File: src/rtl/assert_macros.svh
// assertion macros shared by the rtl
`ifndef ASSERT_MACROS_SVH
`define ASSERT_MACROS_SVH
// concurrent check on clk_i, off while in reset
`define CHK_ON_CLK(lbl, prop, msg) \
  lbl: assert property (@(posedge clk_i) disable iff (!rst_ni) (prop)) else $error(msg);
// concurrent implication check on clk_i
`define CHK_IMPL(lbl, ante, cons, msg) \
  lbl: assert property (@(posedge clk_i) disable iff (!rst_ni) (ante) |-> (cons)) \
    else $error(msg);
`endif

File: src/rtl/bspk_pkg.sv
// types, constants and scale table of the boxcar peak search
`default_nettype none
package bspk_pkg;
  localparam int unsigned NUM_WIDTHS = 16;
  localparam int unsigned HIST_LEN   = NUM_WIDTHS - 1;
  localparam int unsigned SAMPLE_W   = 16;
  localparam int unsigned SUM_W      = 21;
  localparam int unsigned PEAK_W     = 19;
  localparam int unsigned WID_W      = 5;
  localparam int unsigned ROW_W      = HIST_LEN * SAMPLE_W;
  localparam int unsigned ADDR_W     = 14;
  localparam int unsigned CFG_W      = 19;
  localparam int unsigned CFG_IDX_W  = 2;

  localparam logic [CFG_IDX_W-1:0] REG_THRESHOLD = 2'd0;
  localparam logic [CFG_IDX_W-1:0] REG_MAX_CAND  = 2'd1;
  localparam logic [CFG_IDX_W-1:0] REG_DM_COUNT  = 2'd2;
  localparam logic [CFG_IDX_W-1:0] REG_PIX_COUNT = 2'd3;

  typedef struct packed {
    logic signed [SAMPLE_W-1:0] sample;
    logic [3:0]                 dm_index;
    logic [15:0]                time_index;
    logic [9:0]                 pixel_index;
    logic                       start_of_block;
  } in_req_t;

  typedef struct packed {
    logic [PEAK_W-1:0] peak_snr;
    logic [9:0]        cand_pixel;
    logic [WID_W-1:0]  peak_width;
    logic [15:0]       cand_time;
    logic [3:0]        cand_dm;
  } out_req_t;

  // data handed from one cell to the next
  typedef struct packed {
    logic                    valid;
    logic signed [SUM_W-1:0] sum;
    logic [PEAK_W-1:0]       best;
    logic [WID_W-1:0]        width;
  } link_t;

  typedef enum logic [2:0] {
    ST_CLEAR, ST_IDLE, ST_READ, ST_RUN, ST_OUT
  } state_e;

  // q1.15 value of 1/sqrt(w) for width w = k + 1
  function automatic logic [15:0] inv_sqrt(input logic [3:0] k);
    logic [15:0] r;
    case (k)
      4'd0:    r = 16'd32768;
      4'd1:    r = 16'd23170;
      4'd2:    r = 16'd18919;
      4'd3:    r = 16'd16384;
      4'd4:    r = 16'd14654;
      4'd5:    r = 16'd13377;
      4'd6:    r = 16'd12385;
      4'd7:    r = 16'd11585;
      4'd8:    r = 16'd10923;
      4'd9:    r = 16'd10362;
      4'd10:   r = 16'd9880;
      4'd11:   r = 16'd9459;
      4'd12:   r = 16'd9088;
      4'd13:   r = 16'd8758;
      4'd14:   r = 16'd8461;
      4'd15:   r = 16'd8192;
      default: r = 16'd8192;
    endcase
    return r;
  endfunction
endpackage
`default_nettype wire

File: src/rtl/bspk_cell.sv
// one boxcar width: extend the sum, scale it, keep the running peak
`default_nettype none
module bspk_cell import bspk_pkg::*; (
  input  wire logic                       clk_i,
  input  wire logic                       rst_ni,
  input  wire link_t                      link_i,
  input  wire logic signed [SAMPLE_W-1:0] add_i,
  input  wire logic [15:0]                scale_i,
  input  wire logic [WID_W-1:0]           wid_i,
  output link_t                           link_o
);
  logic signed [SUM_W-1:0] sum;
  logic [35:0]             prod;
  logic [20:0]             scaled;
  logic [PEAK_W-1:0]       sat;
  logic                    better;
  link_t                   link_d, link_q;

  // sum for this width; its scaled value counts only when the sum is positive
  always_comb begin
    sum    = link_i.sum + SUM_W'(add_i);
    prod   = 36'(sum[19:0]) * 36'(scale_i);
    scaled = prod[35:15];
    sat    = (scaled > 21'(2**PEAK_W - 1)) ? {PEAK_W{1'b1}} : scaled[PEAK_W-1:0];
    better = (sum > 0) && (sat > link_i.best);
    link_d.valid = link_i.valid;
    link_d.sum   = sum;
    link_d.best  = better ? sat : link_i.best;
    link_d.width = better ? wid_i : link_i.width;
  end

  // hand over to the neighbor
  always_ff @(posedge clk_i or negedge rst_ni) begin
    if (!rst_ni) begin
      link_q <= '0;
    end else begin
      link_q <= link_d;
    end
  end

  assign link_o = link_q;
endmodule
`default_nettype wire
File: config.mk
export PLATFORM = sky130hd
export DESIGN_NAME = bspk_cell
export DESIGN_NICKNAME = d
export VERILOG_FILES = /design/src/rtl/assert_macros.svh /design/src/rtl/bspk_pkg.sv /design/src/rtl/bspk_cell.sv
export SDC_FILE = /design/constraint.sdc
export NUM_CORES = 1
export LEC_CHECK = 0
export BUFFER_PORTS_ARGS = -buffer_cell sky130_fd_sc_hd__buf_2
export CAP_MARGIN = 10
export CORE_ASPECT_RATIO = 1.75
export CORE_MARGIN = 4
export CORE_UTILIZATION = 40
export CTS_CLUSTER_SIZE = 24
export DETAILED_ROUTE_END_ITERATION = 10
export GPL_TIMING_DRIVEN = 0
export SLEW_MARGIN = 20
export SYNTH_ARGS = -nofsm -noshare
export SYNTH_HDL_FRONTEND = slang
export SYNTH_SLANG_ARGS = --single-unit
File: constraint.sdc
create_clock -name clk_i -period 0.8 [get_ports clk_i]
set_input_delay 0.04 -clock clk_i [delete_from_list [all_inputs] [get_ports clk_i]]
set_output_delay 0.04 -clock clk_i [all_outputs]
set_load 0.02 [all_outputs]
Word-level counts from Yosys, hierarchy flattened
Index checks and enable logic that the tools add are counted.
{"block": "word_totals", "regBits": 46, "inputBits": 85, "output_inout_bits": 46, "elab_cells": 13}
{"block": "classes", "add_sub_neg": 1, "mul": 1, "order_cmp": 3, "muxes": 3, "reduce_logical": 1}
{"op": "$mux W19", "n": 2}
{"op": "$mul A20 B16 Y36", "n": 1}
{"op": "$add A21 B16 Y21", "n": 1}
{"op": "$gt A21 B1 Y1 const B", "n": 1}
{"op": "$gt A21 B19 Y1 const B", "n": 1}
{"op": "$gt A19 B19 Y1", "n": 1}
{"op": "$mux W5", "n": 1}
{"op": "$logic_and A1 B1 Y1", "n": 1}

Longest topological paths before layout
Gate-level depths: netlist of the first run.
{"block": "logic_depth", "word_depth": 7, "ltp_mapped": 46, "mapped_depth_nobuf": 42}

Worst setup path after synthesis of the first run
Ideal clock, no wire load.
{"block": "synth_path", "path_type": "input-to-reg", "startpoint": "input link_i[24] (netlist name)", "endpoint": "register link_q, in the netlist link_o[0]", "setup_time_ns": 0.125, "arrival_ns": 9.510, "required_time_ns": 0.675, "slack_ns": -8.835, "stages": 45, "n_path_buf": 5, "path_cell_list": "ha_1 inv_1 fa_1 nor2b_1 o31a_1 o31ai_4 a211o_1 a21boi_1 or3_1 buf_2 and2_1 clkbuf_1 nand2_1 fa_1 fa_1 inv_1 fa_1 fa_1 [... 9 more ...] o32ai_1 a21o_1 o41ai_1 xnor2_1 nor3_2 clkbuf_1 nand2_1 ha_1 nor2b_1 o21a_1 o21a_1 o21a_1 o21a_1 o21ai_0 a21o_1 a211oi_2 buf_6 mux2_4"}
{"item": "start: declaration", "line": "bspk_cell.sv:6", "source": "input wire link_t link_i,"}
{"item": "end signal: assignment", "line": "bspk_cell.sv:37", "source": "link_q <= link_d;"}
{"item": "end: declaration", "line": "bspk_cell.sv:17", "source": "link_t link_d, link_q;"}

==> impl_results.md, run 1 <==
- Input/output buffers: approximately 110
- Routed Antenna Nets: 0
- Gpl congestion: just over 0.9
- Final min period: about 9.5 ns
- Post-Route WL: approximately 44,000 um
- Final Max Tran Viols: 0
- Post-synth EDFFs: 0
- Dominant cell type by area after synthesis: fa_1
- Fin. Hold Viols: 46
- CP dominant cell by count: fa_1
- Routed WL per cell: 20.3 um
- Worst hold path type: primary input to asynchronous set/reset pin
- Initial antenna violation count: 0
- Clock sink count: 46
- Mux cell area share after synthesis: 0.837%
- Seq cells post-synth: between 40 and 50
- Synth top area share: a little under two fifths
- CTS hold repair buffers: 25
- Fin cells: between 2,000 and 2,500
- Synth Flop Type: dfrtp_1
- CTS tree: done
- Slew HR: a little over two fifths
- CTS root buf: clkbuf_16
- Area of the core: 32,900 um2
- Area Growth Syn to Fin: 32.6%
- Area of the mapped netlist: 13,300 um2
- Setup ws final: -8.73 ns
- WHS: -0.249 ns
- DRT iter0 DRCs: between 400 and 500
- CP startpoint kind: primary input
- # DRC: 0
- CP max-delay cell: fa_1
- Simple-gate portion of the synthesized area: ~18%
- Yosys synthesis warning count: 0
- Required @ worst endpoint: 1.00 ns
- Worst-path clk slew: roughly 0.080 ns
- Clk buf depth: 2
- Number of flip-flops in the largest register: between 40 and 50
- # IOs: between 100 and 150
- Row count: about 90
- Ant diodes: 0
- Commonest cells post-synth: inv_1 (303), fa_1 (250), nand2_1 (209)
- Area of the die: 36,400 um2
- Initial Util: ~40%
- Die Span Y: 249 um
- Fmax: approximately 100 MHz
- Final setup fails: 90
- Die Span X: between 100 and 150 um
- Status: complete, but fails checks
- Compound-Gate Fraction of Synth Area: around 8.8%
- Post-synth ARST share: 100%
- Synth cell types: 67
- Crit. End Element: register
- Tightest Pin Transition: approximately 0.84 ns
- Synth Area in XOR/XNOR: 2.17%
- Crit path arrival time: between 9 and 10 ns
- Post-synthesis adder-cell area fraction: roughly half
- Synth Net Count: between 1,500 and 2,000
- Post-synthesis sequential area ratio: 8.65%
- Fin crit share: 1190%
- Max-cap violations: 0
- Placed Instances: 2,016
- CTS buffer count: 5
- Synth area leaders: fa_1 (38%), ha_1 (14%), dfrtp_1 (8.6%)
- Layout cells sized above 1: roughly a quarter
- Nets: 2,218
- Vias: between 10,000 and 15,000
- Critical path class: primary input to register
- Vias in the first global route: around 12,000
- Via density: around 5.3
- Largest net degree at the start of global routing: between 40 and 50
- Most instantiated library cell after synthesis: inv_1
- Detailed Place HPWL: 33,500 um
- H-tree levels: 2
- Total gr overflow: 0
- Worst path max stage delay: about 0.56 ns
- Cells after Synth: 1,497
- CP Max Fanout: 8
- Post-synthesis area per instance: between 8 and 9 um2
- Total routing usage reported by global routing: roughly a quarter
- Fill count: ~2,900
- RSZ-0062 raised after global routing: true
- Failing checks: hold timing, setup timing
- First-pass GRT wire length: 67,600 um
- First-pass detailed-route iteration total: 5
- Largest family of logic cells by synthesized area: adder cells
[worst max-delay path by stage]
stage	slack [ns]	cells after the start	to	from
5_1_grt	-9.03	44	link_o[4]	link_i[30]
2_1_floorplan	-8.49	45	link_o[0]	link_i[24]
6_report	-8.73	44	link_o[4]	link_i[30]
3_3_place_gp	-10.83	41	link_o[0]	link_i[24]
4_1_cts	-8.68	45	link_o[19]	link_i[29]
3_5_place_dp	-10.85	41	link_o[3]	link_i[24]
[metal layers]
metal	wire [um]	GRT usage [%]	vias to the layer above
met4	2850	12.5	0
li1	-	-	5134
met5	0	0	-
met3	1750	2.09	129
met2	24400	45.9	357
met1	14500	24.8	5850
[per-stage QoR]
stage                     utilization (%)  setup TNS, ns  setup WS [ns]  cell area (um2)  hold WS, ns
after floorplan                         -        -218.35          -8.49            13800       -0.256
after global placement               45.2        -301.81         -10.83            14900        0.147
after detailed placement             45.2        -286.77         -10.85            14900        0.130
after CTS                            49.3        -228.09          -8.68            16200       -0.219
after global routing                 53.6        -237.16          -9.03            17600       -0.194
final                                53.6        -227.90          -8.73            17600       -0.249
[cells by family after synthesis]
| group | count (synthesis) |
|---|---|
| simple gates | 483 |
| fa+ha+maj | 394 |
| buf+inv | 369 |
| compound gates | 164 |
| flops | 46 |
| xor+xnor | 33 |
| mux | 8 |
[worst max-delay path, delay by kind of cell]
| kind | cells | cell delay [ns] |
|---|---|---|
| AOI/OAI and AO/OA | 14 | 2.67 |
| xor gates and xnor gates | 1 | 0.18 |
| adders and majority gates | 9 | 3.72 |
| buffers and inverters | 12 | 1.49 |
| muxes | 1 | 0.33 |
| and+or+nand+nor | 7 | 1.24 |
[final cells by class]
| class | count | area (um2) | area share (%) |
|---|---|---|---|
| Clock buffer | 5 | 125 | 0.709 |
| Clock inverter | 2 | 15.0 | 0.0851 |
| Timing Repair Buffer | 237 | 2080 | 11.8 |
| Multi-Input combinational cell | 1083 | 12000 | 68.1 |
| Buffer | 63 | 594 | 3.37 |
| Inverter | 303 | 1140 | 6.49 |
| Sequential cell | 46 | 1150 | 6.52 |
| Tap cell | 405 | 507 | 2.87 |
[what timing repair did]
item / 4_1_cts / 5_1_grt
cloned: 1 / 6
endpoints found under the setup margin: 90 / 90
resized for setup: 114 / 212
endpoints found under the hold margin: 66 / 46
pin swaps: 42 / 49
buffers inserted: 38 / 55
[cell usage in the layout, fill, tap and decap left out, types with 9 or more instances in the layout]
cell type,n
ha_4,28
and2_1,122
a21o_1,20
inv_1,295
ha_1,112
a21oi_2,11
fa_1,246
nand2_1,200
a31oi_4,10
nand3_1,13
nand4_1,11
nor2_2,10
nor2_1,33
xnor2_1,13
o21ai_0,17
dfrtp_1,46
clkbuf_1,34
and3_1,22
clkbuf_16,15
a21oi_1,21
nor2b_1,15
buf_2,63
buf_12,9
dlygate4sd3_1,25
buf_8,16
buf_4,75
buf_6,63
Power of run 1 is left out: the tool's default activity adds up to more than one toggle a clock period on the data nets, which glitch-free logic cannot reach.
==> run 2, diff against run 1 <==
--- a/config.mk
+++ b/config.mk
@@ -13,6 +13,7 @@
 export CTS_CLUSTER_SIZE = 24
 export DETAILED_ROUTE_END_ITERATION = 10
 export GPL_TIMING_DRIVEN = 0
+export SETUP_SLACK_MARGIN = 0.4
 export SLEW_MARGIN = 20
 export SYNTH_ARGS = -nofsm -noshare
 export SYNTH_HDL_FRONTEND = slang
==> impl_results.md, run 2 (synthesized netlist as in run 1, its figures left out) <==
- Dpl cell area: ~15,000 um2
- RSZ-0062 raised after global routing: true
- Post-Route WL: between 40,000 and 50,000 um
- Worst-path clk slew: approximately 0.08 ns
- Total routing usage reported by global routing: roughly a quarter
- GRT met1 Usage: approximately 25%
- Largest net degree at the start of global routing: 47
- CTS tree: done
- Critical path class: primary input to register
- Fin crit share: 1190%
- Required @ worst endpoint: 1.00 ns
- Vias in the first global route: between 10,000 and 15,000
- Routed WL per cell: a little over 20 um
- # DRC: 0
- Fmax: 105 MHz
- Status: complete, but fails checks
- Worst path max stage delay: just under 0.6 ns
- First-pass GRT wire length: 68,800 um
- Initial antenna violation count: 0
- Number of flip-flops in the largest register: 46
- Nets: roughly 2,200
- CTS buffer count: 5
- DP Worst Slack: -10.85 ns
- Input/output buffers: 114
- Initial Util: about 40%
- CP dominant cell by count: fa_1
- First-pass detailed-route iteration total: 5
- Die Span X: between 100 and 150 um
- Max-cap violations: 0
- Area Growth Syn to Fin: 29.6%
- Final Max Tran Viols: 0
- Crit. End Element: register
- Detailed Place HPWL: 33,500 um
- Commonest cells after routing, fill and taps aside: inv_1 (298), fa_1 (247), nand2_1 (201), and2_1 (123), ha_1 (114)
- Row count: between 80 and 90
- Routed Antenna Nets: 0
- Die Span Y: 249 um
- Gpl congestion: 0.926
- Via density: about 5.3
- DRT iter0 DRCs: 450
- Ant diodes: 0
- Tightest Pin Transition: roughly 0.82 ns
- Final setup fails: 90
- Clk buf depth: 2
- CP max-delay cell: fa_1
- Fin area: about 17,000 um2
- Layout cells sized above 1: around 23%
- M2 GR Usage: 46.6%
- Top Usage Layer GRT: met2
- CP Max Fanout: 5
- Most common library cell in the layout ignoring fill and taps: inv_1
- Fin. Hold Viols: between 50 and 60
- Area of the die: between 30,000 and 40,000 um2
- H-tree levels: 2
- Met3 Track Usage GR: 2.22%
- CP startpoint kind: primary input
- Failing checks: hold timing, setup timing
- WHS: -0.252 ns
- Clock sink count: between 40 and 50
- Total gr overflow: 0
- Worst hold path type: primary input to asynchronous set/reset pin
- CTS root buf: clkbuf_16
- Area of the core: 32,900 um2
- Final Util: a little over half
- Vias: 11,300
- Crit path arrival time: approximately 9.7 ns
- # IOs: 131
- Setup ws final: -8.74 ns
- Final min period: ~9.5 ns
- Slew HR: around 45%
## run 2: timing repair
item / in CTS / in global routing
gates resized for setup: 224 / 85
gates cloned: 1 / 3
hold endpoints to repair: 66 / 54
pin swaps: 64 / 35
setup endpoints to repair: 90 / 90
setup buffers: 69 / 18
## run 2: area by class of cell
type	count	area (um2)
well taps	405	507
repair buffers	205	1780
clock inverters	2	15.0
inverters	303	1140
clock buffers	5	125
fillers	2956	15700
plain buffers	66	692
flip-flops and latches	46	1150
multi-input cells	1082	11800
## run 2: final timing paths
check	start	to	slack, ns	cells after the start
min in group clk_i	link_i[45]	link_o[45]	-0.17	1
max in group asynchronous	rst_ni	link_o[4]	0.57	1
hold / removal	rst_ni	link_o[25]	-0.25	1
setup / recovery	link_i[24]	link_o[4]	-8.74	47
## run 2: worst max-delay path, delay by kind of cell
| kind | cells | cell delay (ns) |
|---|---|---|
| AOI/OAI and AO/OA | 16 | 3.03 |
| buffers and inverters | 13 | 1.35 |
| adders and majority gates | 10 | 3.92 |
| and+or+nand+nor | 6 | 0.86 |
| xor gates and xnor gates | 1 | 0.18 |
| muxes | 1 | 0.33 |
## run 2: through the flow
stage | cells | setup TNS [ns]
2_1_floorplan | 1497 | -218.35
3_3_place_gp | 2016 | -301.81
3_5_place_dp | 2016 | -286.77
4_1_cts | 2093 | -228.17
5_1_grt | 2114 | -236.42
6_report | 2114 | -228.23
## run 2: layer usage
layer,vias to the layer above,part of all wire (%)
li1,5070,-
met1,5706,33
met2,355,56
met3,129,4.0
met4,0,7.1
met5,-,0
Power of run 2 is left out for the same reason.
==> run 3, diff against run 2 <==
--- a/config.mk
+++ b/config.mk
@@ -13,6 +13,8 @@
 export CTS_CLUSTER_SIZE = 24
 export DETAILED_ROUTE_END_ITERATION = 10
 export GPL_TIMING_DRIVEN = 0
+export HOLD_SLACK_MARGIN = 0.08
+export MAX_ROUTING_LAYER = met4
 export SETUP_SLACK_MARGIN = 0.4
 export SLEW_MARGIN = 20
 export SYNTH_ARGS = -nofsm -noshare
==> impl_results.md, run 3 (synthesized netlist as in run 1, its figures left out) <==
- Status: complete, but fails checks
- Failing checks: hold timing, setup timing
- Total routing usage reported by global routing: roughly 25%
- First-pass detailed-route iteration total: 7
- Crit path arrival time: just under 10 ns
- CTS buffer count: 5
- CP top delay family: adder cells
- Die Span X: about 150 um
- Post-Route WL: about 43,000 um
- Vias in the first global route: 12,700
- Ant diodes: 0
- Fin. Hold Viols: between 50 and 60
- CP Launch Point: link_i[24]
- Vias: 11,300
- Routed WL per cell: between 20 and 25 um
- Slew HR: a little under half
- Clock sink count: 46
- CTS tree: done
- Total gr overflow: 0
- Area Growth Syn to Fin: 27.7%
- Nets: between 2,000 and 2,500
- H-tree levels: 2
- Tightest Pin Transition: 0.792 ns
- Die Span Y: between 200 and 250 um
- Fmax: about 100 MHz
- CP Max Fanout: 8
- WHS: -0.258 ns
- Initial antenna violation count: 0
- # IOs: roughly 130
- Final min period: 9.73 ns
- Routed Antenna Nets: 0
- Input/output buffers: 114
- Worst path max stage delay: approximately 0.54 ns
- Setup ws final: -8.93 ns
- CP Buf/Inv Count: 12
- Area of the die: 36,400 um2
- Max-cap violations: 0
- Worst-path clk slew: approximately 0.070 ns
- Row count: 88
- Area of the core: between 30,000 and 40,000 um2
- Commonest cells after routing, fill and taps aside: inv_1 (300), fa_1 (245), nand2_1 (202), and2_1 (123), ha_1 (121)
- Layout cells sized above 1: a little over a fifth
- CP max-delay cell: fa_1
- Fin crit share: 1220%
- Most common library cell in the layout ignoring fill and taps: inv_1
- Crit. End Element: register
- Worst hold path type: primary input to asynchronous set/reset pin
- RSZ-0062 raised after global routing: true
- DRT iter0 DRCs: ~480
- Required @ worst endpoint: 1.00 ns
- Final setup fails: 90
- CP startpoint kind: primary input
- CTS root buf: clkbuf_16
- Detailed Place HPWL: 33,700 um
- CP dominant cell by count: fa_1
- Initial Util: approximately 40%
- # DRC: 0
- Via density: between 5 and 6
- Critical path class: primary input to register
- Clk buf depth: 2
- Number of flip-flops in the largest register: between 40 and 50
- Largest net degree at the start of global routing: 47
- Gpl congestion: about 0.93
- First-pass GRT wire length: roughly 70,000 um
- Final Max Tran Viols: 0
[run 3: cell types whose count changed in the layout (fill, tap and decap cells not counted), sizes merged]
cell	previous run	this run
clkbuf	56	59
buf	220	214
[run 3: layout make-up]
class / instances / area, um2
repair buffers: 202 / 1710
well taps: 405 / 507
clock buffers: 5 / 125
clock inverters: 2 / 15.0
flip-flops and latches: 46 / 1150
plain buffers: 66 / 676
multi-input cells: 1082 / 11700
fillers: 3065 / 15900
inverters: 303 / 1140
[run 3: worst max-delay path by stage]
stage / end / slack, ns / depth (start not counted)
after floorplan: link_o[0] / -8.49 / 45
after global placement: link_o[0] / -10.82 / 41
after detailed placement: link_o[2] / -10.94 / 41
after CTS: link_o[2] / -8.77 / 47
after global routing: link_o[8] / -9.22 / 46
final: link_o[4] / -8.93 / 44
[run 3: what timing repair did]
item,in CTS,in global routing
buffers inserted,69,17
gates resized for setup,219,65
endpoints found under the setup margin,90,90
pin swaps,57,28
hold endpoints to repair,72,72
gates cloned,1,1
[run 3: metrics by stage]
step	setup slack (ns)	std cells	TNS (ns)	area (um2)	utilization, %
2_1_floorplan	-8.49	1497	-218.35	13800	-
3_3_place_gp	-10.82	2016	-301.84	14900	45.2
3_5_place_dp	-10.94	2016	-289.51	14900	45.2
4_1_cts	-8.77	2093	-228.78	16600	50.4
5_1_grt	-9.22	2111	-241.91	17000	51.6
6_report	-8.93	2111	-232.31	17000	51.6
[run 3: layer usage]
layer,GRT usage (%),part of all wire [%]
met5,-,0
met4,14.0,6.9
met3,2.24,3.8
met2,46.5,56
met1,24.8,33
Power of run 3 is left out for the same reason.
